`config.mk`:
```
export PLATFORM = sky130hd
export DESIGN_NAME = ibs_ram
export DESIGN_NICKNAME = d
export VERILOG_FILES = /design/src/ibs_ram.sv
export SDC_FILE = /design/constraint.sdc
export NUM_CORES = 2
export LEC_CHECK = 0
export BUFFER_PORTS_ARGS = -buffer_cell sky130_fd_sc_hd__buf_2
export CAP_MARGIN = 10
export CORE_ASPECT_RATIO = 1.4
export CORE_UTILIZATION = 29
export DETAILED_ROUTE_END_ITERATION = 16
export GPL_ROUTABILITY_DRIVEN = 0
export SLEW_MARGIN = 20
export SYNTH_ARGS = -nofsm -noshare
export SYNTH_HDL_FRONTEND = slang
export SYNTH_SLANG_ARGS = --single-unit
```
`constraint.sdc`:
```
create_clock -name clk -period 7.52 [get_ports clk]
set_clock_uncertainty 0.05 [all_clocks]
set_input_delay 0.376 -clock clk [delete_from_list [all_inputs] [get_ports clk]]
set_output_delay 0.376 -clock clk [all_outputs]
set_load 0.05 [all_outputs]
```
`src/ibs_ram.sv`:
```
// ----------------------------------------------------------------------------
// ibs_ram
// Simple dual-port RAM with one write port and one registered read port.
// ----------------------------------------------------------------------------
module ibs_ram #(
  parameter int WIDTH = 64,
  parameter int DEPTH = 64
) (
  input  logic                     clk,
  input  logic                     wr_en,
  input  logic [$clog2(DEPTH)-1:0] wr_addr,
  input  logic [WIDTH-1:0]         wr_data,
  input  logic                     rd_en,
  input  logic [$clog2(DEPTH)-1:0] rd_addr,
  output logic [WIDTH-1:0]         rd_data
);

  logic [WIDTH-1:0] mem [DEPTH];

  always_ff @(posedge clk) begin
    if (wr_en) begin
      mem[wr_addr] <= wr_data;
    end
    if (rd_en) begin
      rd_data <= mem[rd_addr];
    end
  end

endmodule

```
==> reports/metrics.yaml <==
status: "complete, no violations"
clock_latency_ns: 0.96
path_max_fanout: 111
yosysUniqueCellTypes: 32
cts-buffers-inserted: 347
r2r_cells: 5
tightest_slew_ns: 1.22
cp.arrival_ns: 4.06
clkSlewWorstSetupHoldPaths_ns: 0.07
dieArea_um2: 544000
worst_slack_ns: 4.07
ys_seq_area_share_pct: 79.6
hold_depth: 1
syn_to_final_growth_pct: 14.0
tns_ns: 0
initial_utilization_pct: 29.1
p_comb_share_pct: 4.9
preCtsSetupSlack_ns: 3.15
final_cell_area_um2: 179000
power_switching_mw: 10.0
antenna_found_initial: 53
rsz0062_at_grt: "no"
ys.flop_type: "edfxtp_1"
synth-edff-count: 4160
p_per_area_nw_per_um2: 260
whs_endpoint: "mem[23][54]"
period_share_pct: 45.8
min_path_type: "in2reg"
clockPowerShare_pct: 39.5
cts_sinks: 4160
cts_setup_buffers: 0
setup_viol: 0
synthCells: 6598
p_int_mw: 36.5
ant_nets: 0
drcViolationCount: 0
vias: 74456
port_buffers: 142
finalHoldViolCount: 0
crit_path_start_kind: "input pin"
coreArea_um2: 539000
die_y_um: 873
drtIter0Drc: 8539
p_sw_share_pct: 21.5
rows: 319
routed_wl_um: 448000
grt_max_degree: 114
clk_path_buf_depth: 4
ys_ff_latch: 4160
worstSetupPathType: "in2reg"
syn_avg_cell_area_um2: 23.8
grt_pass1_vias: 76767
ir_drop_mv: 0.201
routed_via_density: 5.20
syn_area_um2: 157000
clock-root-buffer: "clkbuf_16"
overflow: 0
hold_start: "wr_data[54]"
slew_violations: 0
ios: 143
die_w_um: 624
htree_levels: 5
relSlewSlack_pct: 18.5
power.leakage_nw: 54.0
endpoint_kind: "flip-flop"
drive_gt1_share_pct: 27.2
reg2reg_from: "mem[13][34]"
syn-num-nets: 6677
wl_per_cell_um: 31.2
yosysWarnings: 0
nFillCells: 49989
r2r_end: "rd_data[34]"
dpl_cell_area_um2: 167000
drtPass1Iterations: 6
synthArstFlopShare_pct: 0
maxCapViolCount: 0
grt_pass1_wl_um: 618000
hpwl_um: 243000
grtUsageTotal_pct: 16.1
tritoncts: "built"
fmax_ghz: 0.290
pwr-share-seq_pct: 55.6
fin_nets: 7013
r2r_slack_ns: 5.06
fin_crit_ns: 3.45
cp.required_ns: 8.13
## cells in the mapped netlist, drive strengths merged, types with 28 or more instances
cell / number / area (um^2)
nand2: 58 / 218
nand3: 45 / 225
a22oi: 168 / 1260
buf: 230 / 1250
and3: 64 / 400
nor2: 112 / 420
clkbuf: 140 / 526
or3: 29 / 181
o22ai: 83 / 519
mux2i: 135 / 1350
a22o: 88 / 771
o221ai: 38 / 333
a211oi: 63 / 473
mux4: 1024 / 23100
edfxtp: 4160 / 125000
nor2b: 28 / 175
or2: 28 / 175
## what timing repair did
item / 4_1_cts / 5_1_grt
resized for setup: 0 / 0
hold endpoints to repair: 20 / 583
hold buffers: 3 / 22
## layer usage
layer,track usage [%],vias up,routed length (um)
met5,0,-,157
met3,2.00,844,28800
li1,-,29163,-
met4,6.95,24,21300
met1,18.6,41230,158000
met2,29.7,3195,240000
## kinds of logic after synthesis
group / count (synthesis) / share of synthesized area (%)
DFF: 4160 / 79.6
muxes: 1159 / 15.6
AOI/OAI and AO/OA: 504 / 2.47
buffers and inverters: 389 / 1.18
and+or+nand+nor: 386 / 1.23
## area by class of cell
| type | count | area [um^2] | area share [%] |
|---|---|---|---|
| sequential | 4160 | 125000 | 69.8 |
| multi-input combinational | 2049 | 30800 | 17.2 |
| clock buffer | 404 | 9020 | 5.04 |
| tap | 7062 | 8840 | 4.94 |
| timing repair buffer | 357 | 3070 | 1.71 |
| clock inverter | 219 | 2210 | 1.24 |
| antenna | 51 | 128 | 0.0713 |
| inverter | 19 | 71.3 | 0.0398 |
## sequential cells by signal, indices dropped and copies added, names as in the netlist
| signal | count |
|---|---|
| mem | 4096 |
| rd_data | 64 |
## metrics by stage
step                hold WS [ns]  cells  total power [mW]  utilization [%]
floorplan                  0.425   6598              27.6                -
global placement           0.858  13617              28.6             31.0
detailed placement         0.856  13617              28.6             31.0
CTS                       0.0434  14243              46.7             33.1
global route               0.119  14305              47.6             33.2
finish                    0.0980  14321              46.5             33.2
## worst max-delay path, stage by stage
cell and delay [ns]:
buf_8 0.26, buf_12 0.59, buf_4 0.90, mux4_2 0.61
o221ai_1 0.30, o22ai_1 0.29, and3_1 0.25
## power by group through the flow
| stage | clock network [mW] | registers, mW | logic (mW) |
|---|---|---|---|
| final | 18.4 | 25.8 | 2.30 |
| after global placement | 0 | 26.3 | 2.25 |
| after detailed placement | 0 | 26.3 | 2.29 |
| after floorplan | 0 | 26.4 | 1.20 |
| after CTS | 18.6 | 25.8 | 2.30 |
| after global routing | 19.3 | 25.8 | 2.41 |
## worst max-delay path by stage
| stage | start | to | slack [ns] | depth (start not counted) |
|---|---|---|---|---|
| global route | rd_addr[1] | rd_data[14] | 4.04 | 7 |
| CTS | wr_addr[2] | mem[22][5] | 4.10 | 6 |
| finish | rd_addr[1] | rd_data[14] | 4.07 | 7 |
| detailed placement | rd_addr[1] | rd_data[14] | 3.15 | 7 |
| global placement | rd_addr[1] | rd_data[14] | 3.18 | 7 |
| floorplan | wr_addr[3] | mem[48][0] | 1.66 | 4 |
## layout by cell type, fill, tap and decap left out, types with 26 or more instances in the layout
cell type / instances
clkinv_2: 68
a22oi_1: 168
or2_2: 28
bufinv_16: 38
and3_1: 64
a41oi_1: 26
a22o_1: 88
edfxtp_1: 4160
or3_1: 29
clkinv_1: 73
a211oi_1: 63
o22ai_1: 83
clkbuf_1: 51
buf_4: 162
nor2_4: 65
buf_2: 120
mux2i_1: 135
nand3_1: 45
mux4_2: 1024
diode_2: 51
nand2_1: 55
o221ai_1: 38
nor2_1: 47
buf_12: 47
clkbuf_16: 353
No activity file was read; power rests on OpenSTA's default activity.
