File: config.mk
export PLATFORM = sky130hd
export DESIGN_NAME = ibs_iou
export DESIGN_NICKNAME = d
export VERILOG_FILES = /design/src/ibs_pkg.sv /design/src/ibs_iou.sv
export SDC_FILE = /design/constraint.sdc
export NUM_CORES = 2
export LEC_CHECK = 0
export BUFFER_PORTS_ARGS = -buffer_cell sky130_fd_sc_hd__buf_2
export CAP_MARGIN = 0
export CORE_AREA = 4 4 414 293
export DETAILED_ROUTE_END_ITERATION = 10
export DIE_AREA = 0 0 418 297
export SLEW_MARGIN = 0
export SYNTH_ARGS = -nofsm -noshare
export SYNTH_HDL_FRONTEND = slang
export SYNTH_SLANG_ARGS = --single-unit
export TNS_END_PERCENT = 50
File: constraint.sdc
create_clock -name clk -period 8.63 [get_ports clk]
set_clock_uncertainty 0.1 [all_clocks]
set_input_delay 0.4315 -clock clk [delete_from_list [all_inputs] [get_ports clk]]
set_output_delay 0.4315 -clock clk [all_outputs]
set_load 0.1 [all_outputs]
File: src/ibs_pkg.sv
// ----------------------------------------------------------------------------
// ibs_pkg
// Shared constants and types for the IoU box suppression block.
// ----------------------------------------------------------------------------
package ibs_pkg;

  localparam int MAX_KEPT   = 64;
  localparam int SLOT_W     = $clog2(MAX_KEPT);
  localparam int COUNT_W    = $clog2(MAX_KEPT + 1);
  localparam int OUT_SLOT_W = 6;
  localparam int COORD_W    = 16;
  localparam int SIZE_W     = 15;
  localparam int BOX_W      = 2 * COORD_W + 2 * SIZE_W;
  localparam int IN_DATA_W  = ((BOX_W + 7) / 8) * 8;
  localparam int OUT_DATA_W = 8;
  localparam int THR_W      = 16;
  localparam int AREA_W     = 2 * SIZE_W;
  localparam int UNI_W      = AREA_W + 1;
  localparam int PROD_W     = THR_W + UNI_W;

  localparam logic [THR_W-1:0] THR_RESET = 16'd29491;

  typedef struct packed {
    logic [SIZE_W-1:0]         h;
    logic [SIZE_W-1:0]         w;
    logic signed [COORD_W-1:0] y;
    logic signed [COORD_W-1:0] x;
  } box_t;

  typedef struct packed {
    logic valid;
    logic hit;
    logic busy;
  } iou_res_t;

endpackage

File: src/ibs_iou.sv
// ----------------------------------------------------------------------------
// ibs_iou
// Four-stage pipeline that tests one kept box per cycle against the
// candidate box: inter * 65536 > threshold * union.
// ----------------------------------------------------------------------------
module ibs_iou (
  input  logic                      clk,
  input  logic                      rst,
  input  logic                      kept_valid,
  input  ibs_pkg::box_t             kept_box,
  input  ibs_pkg::box_t             cand,
  input  logic [ibs_pkg::THR_W-1:0] thr,
  output ibs_pkg::iou_res_t         res
);

  logic signed [17:0] a_x, a_y, b_x, b_y;
  logic signed [17:0] a_xe, a_ye, b_xe, b_ye;
  logic signed [17:0] min_xe, min_ye, max_x, max_y;
  logic signed [17:0] iw, ih;
  logic               overlap;

  logic                              s1_v;
  logic [ibs_pkg::SIZE_W-1:0]        s1_iw, s1_ih, s1_bw, s1_bh, s1_aw, s1_ah;
  logic                              s2_v;
  logic [ibs_pkg::AREA_W-1:0]        s2_inter, s2_area_a, s2_area_b;
  logic                              s3_v;
  logic [ibs_pkg::AREA_W-1:0]        s3_inter;
  logic [ibs_pkg::UNI_W-1:0]         s3_uni;
  logic                              s4_v;
  logic [ibs_pkg::AREA_W-1:0]        s4_inter;
  logic [ibs_pkg::PROD_W-1:0]        s4_prod;

  always_comb begin
    a_x    = {{2{cand.x[15]}}, cand.x};
    a_y    = {{2{cand.y[15]}}, cand.y};
    b_x    = {{2{kept_box.x[15]}}, kept_box.x};
    b_y    = {{2{kept_box.y[15]}}, kept_box.y};
    a_xe   = a_x + $signed({3'b000, cand.w});
    a_ye   = a_y + $signed({3'b000, cand.h});
    b_xe   = b_x + $signed({3'b000, kept_box.w});
    b_ye   = b_y + $signed({3'b000, kept_box.h});
    min_xe = (a_xe < b_xe) ? a_xe : b_xe;
    min_ye = (a_ye < b_ye) ? a_ye : b_ye;
    max_x  = (a_x > b_x) ? a_x : b_x;
    max_y  = (a_y > b_y) ? a_y : b_y;
    iw     = min_xe - max_x;
    ih     = min_ye - max_y;
    overlap = !iw[17] && (|iw) && !ih[17] && (|ih);
  end

  always_ff @(posedge clk) begin
    if (rst) begin
      s1_v <= 1'b0;
      s2_v <= 1'b0;
      s3_v <= 1'b0;
      s4_v <= 1'b0;
    end else begin
      s1_v <= kept_valid;
      s2_v <= s1_v;
      s3_v <= s2_v;
      s4_v <= s3_v;
    end
    s1_iw     <= overlap ? iw[ibs_pkg::SIZE_W-1:0] : '0;
    s1_ih     <= overlap ? ih[ibs_pkg::SIZE_W-1:0] : '0;
    s1_bw     <= kept_box.w;
    s1_bh     <= kept_box.h;
    s1_aw     <= cand.w;
    s1_ah     <= cand.h;
    s2_inter  <= s1_iw * s1_ih;
    s2_area_a <= s1_aw * s1_ah;
    s2_area_b <= s1_bw * s1_bh;
    s3_inter  <= s2_inter;
    s3_uni    <= {1'b0, s2_area_a} + {1'b0, s2_area_b} - {1'b0, s2_inter};
    s4_inter  <= s3_inter;
    s4_prod   <= {{ibs_pkg::UNI_W{1'b0}}, thr} * {{ibs_pkg::THR_W{1'b0}}, s3_uni};
  end

  assign res.valid = s4_v;
  assign res.hit   = {1'b0, s4_inter, 16'h0000} > s4_prod;
  assign res.busy  = kept_valid | s1_v | s2_v | s3_v | s4_v;

endmodule

==> results_dict.tcl <==
set metrics [dict create \
    yosysTopAreaCell "fa_1" \
    antenna_found_initial 4 \
    status "completed" \
    crit_fanout 15 \
    timing.final.max_slew_violations 0 \
    synth_area_sq_um 52500 \
    timing.rr.end "s4_prod[46]" \
    final_antenna_net_count 0 \
    dr.pass1.iters 5 \
    cp-start-kind "primary input" \
    yosysWarnings 0 \
    tightest_slew_ps 973 \
    rr_startpoint "s3_uni[13]" \
    initial_core_util 0.449 \
    grt_max_degree 32 \
    layout-drive-gt1-share 0.0509 \
    maxSlewHeadroom 0.350 \
    via_count 38468 \
    syn_inst 5731 \
    dp_hpwl_microns 114000 \
    nets 7532 \
    syn_area_per_cell_sq_um 9.17 \
    critical-path-max-stage-delay_ps 550 \
    critPathKind "primary input to flop" \
    root_buffer "clkbuf_16" \
    fin_crit_sh 0.919 \
    final.setup.tns_ps 0 \
    path_common_cell "a21oi_1" \
    endpoint "s1_iw[9]" \
    floorplan.rows 105 \
    synth_top_cell_area_share 0.359 \
    io_pins 146 \
    viasPerCell 5.19 \
    synthArstFlopShare 0 \
    tritoncts "yes" \
    wl_per_cell_microns 18.5 \
    cp-end-kind "flop" \
    worstPathRequired_ps 8990 \
    die_h_microns 297 \
    drcViolationCount 0 \
    slowest_stage "dlygate4sd3_1" \
    synthFlopType "dfxtp_1" \
    synth.most_common_cell "inv_1" \
    reg2reg_depth 24 \
    ys_types 84 \
    drv_cap 0 \
    syn_nets 7434 \
    cts_made_buffers 35 \
    crit_arrival_ps 8290 \
    period_needed_ps 7930 \
    hold_class "flop to flop" \
    num-fill-cells 11131 \
    clock-sinks 322 \
    clock_latency_ps 600 \
    crit_start "kept_box[47]" \
    ff2ff_setup_slack_ps 930 \
    synth-seq-area-share 0.123 \
    synth_seq_cells 322 \
    ys_top_cells_by_count "1114 x inv_1, 941 x fa_1, 834 x nand2_1" \
    die_area_sq_um 124000 \
    cts_buffer_depth 3 \
    htree_num_levels 2 \
    areaGrowthSynthToFinish_pct 7.64 \
    grt-ovfl-total 0 \
    coreArea_sq_um 117000 \
    synthTopCellsByArea "fa_1 36%, ha_1 15%, dfxtp_1 12%, inv_1 8.0%, nand2_1 6.0%" \
    clk_pin_slew_worst_paths_ps 70 \
    gp_congestion 0.938 \
    drtIter0Drc 2283 \
    grt_pass1_wl_microns 226000 \
    synth_edf_count 0 \
    ctsResizeCount 0 \
    first_global_vias 41003 \
    grt_use_total 0.228 \
    wl_microns 137000 \
    die_w_microns 418 \
    max_freq_mhz 126 \
    io_buffers 145 \
    rsz0062_at_grt "no" \
    finalSetupViolCount 0 \
    hold_violations 0 \
]
## kinds of logic (layout without fill, tap and decap cells)
family	Yosys count	after routing	share of synthesized area
multiplexers	65	65	0.0128
AND/OR/NAND/NOR	1661	1661	0.152
AO/OA/AOI/OAI	605	605	0.0770
buffers and inverters	1298	1421	0.0932
adder cells (fa/ha/maj)	1561	1561	0.506
flip-flops	322	322	0.123
other	0	2	0
XOR/XNOR	219	219	0.0365
## per-stage QoR
step	cell area (sq um)	setup WS, ps	util	cells	hold WS [ps]
6_report	56600	698	0.483	7407	207
4_1_cts	56600	766	0.483	7405	203
3_5_place_dp	54800	700	0.468	7281	214
5_1_grt	56600	28.9	0.483	7405	226
2_1_floorplan	52500	1180	-	5731	210
3_3_place_gp	54800	842	0.468	7281	212
## timing repair
item | 4_1_cts | 5_1_grt
setup buffers | 0 | 0
hold endpoints to repair | 64 | 0
hold buffers | 62 | 0
## cell type report
cell class | count | area, sq um | share of cell area
multi-input combinational | 4111 | 41200 | 0.728
clock inverter | 22 | 240 | 0.00425
sequential | 322 | 6450 | 0.114
inverter | 1114 | 4180 | 0.0739
tap | 1551 | 1940 | 0.0343
antenna | 2 | 5.00 | 0.0000885
timing repair buffer | 245 | 1630 | 0.0288
clock buffer | 40 | 915 | 0.0162
## how the worst min path moves through the flow
stage | cells past startpoint | endpoint | from
floorplan | 0 | s4_inter[0] | s3_inter[0]
global placement | 0 | s4_inter[28] | s3_inter[28]
detailed placement | 0 | s4_inter[0] | s3_inter[0]
CTS | 0 | s4_inter[1] | s3_inter[1]
global route | 0 | s4_inter[1] | s3_inter[1]
finish | 0 | s4_inter[1] | s3_inter[1]
## flip-flops by register name, indices dropped and copies added, names as in the netlist
name and count:
s1_bw 15, s4_prod 47, s2_v 1, s4_v 1, s1_v 1, s2_area_b 30, s2_inter 30, s1_ah 15
s3_inter 30, s3_v 1, s1_aw 15, s1_ih 15, s4_inter 30, s2_area_a 30, s1_bh 15, s1_iw 15
s3_uni 31
## critical path: cells and delay by family
| family | cells | cell delay [ps] |
|---|---|---|
| compound gates | 21 | 4730 |
| fa+ha+maj | 4 | 1330 |
| buf+inv | 4 | 1220 |
| mux | 1 | 240 |
| simple gates | 4 | 330 |
## routing by layer
layer  part of all wire  up-vias  track usage  wire length (microns)
met5            0.00020        -            0                     27
met4              0.018        4       0.0415                   2480
met3              0.068      140       0.0439                   9370
met2               0.44     1017        0.354                  59900
met1               0.48    19372        0.334                  65400
li1                   -    17935            -                      -
## layout by cell type (no fill, tap or decap), types with 42 or more instances in the layout
| cell type | n |
|---|---|
| a21oi_1 | 179 |
| dlygate4sd3_1 | 62 |
| and2_1 | 424 |
| nor2b_1 | 44 |
| dfxtp_1 | 322 |
| fa_1 | 941 |
| ha_1 | 619 |
| nand3_1 | 42 |
| xnor2_1 | 146 |
| buf_2 | 145 |
| mux2i_1 | 50 |
| nor2_1 | 119 |
| a21o_1 | 115 |
| nor3_1 | 44 |
| xor2_1 | 73 |
| nand2_1 | 834 |
| inv_1 | 1114 |
| o21ai_0 | 98 |
Power is not shown: default switching activity piles up to over one toggle a cycle in this logic, so the estimate is an artifact.
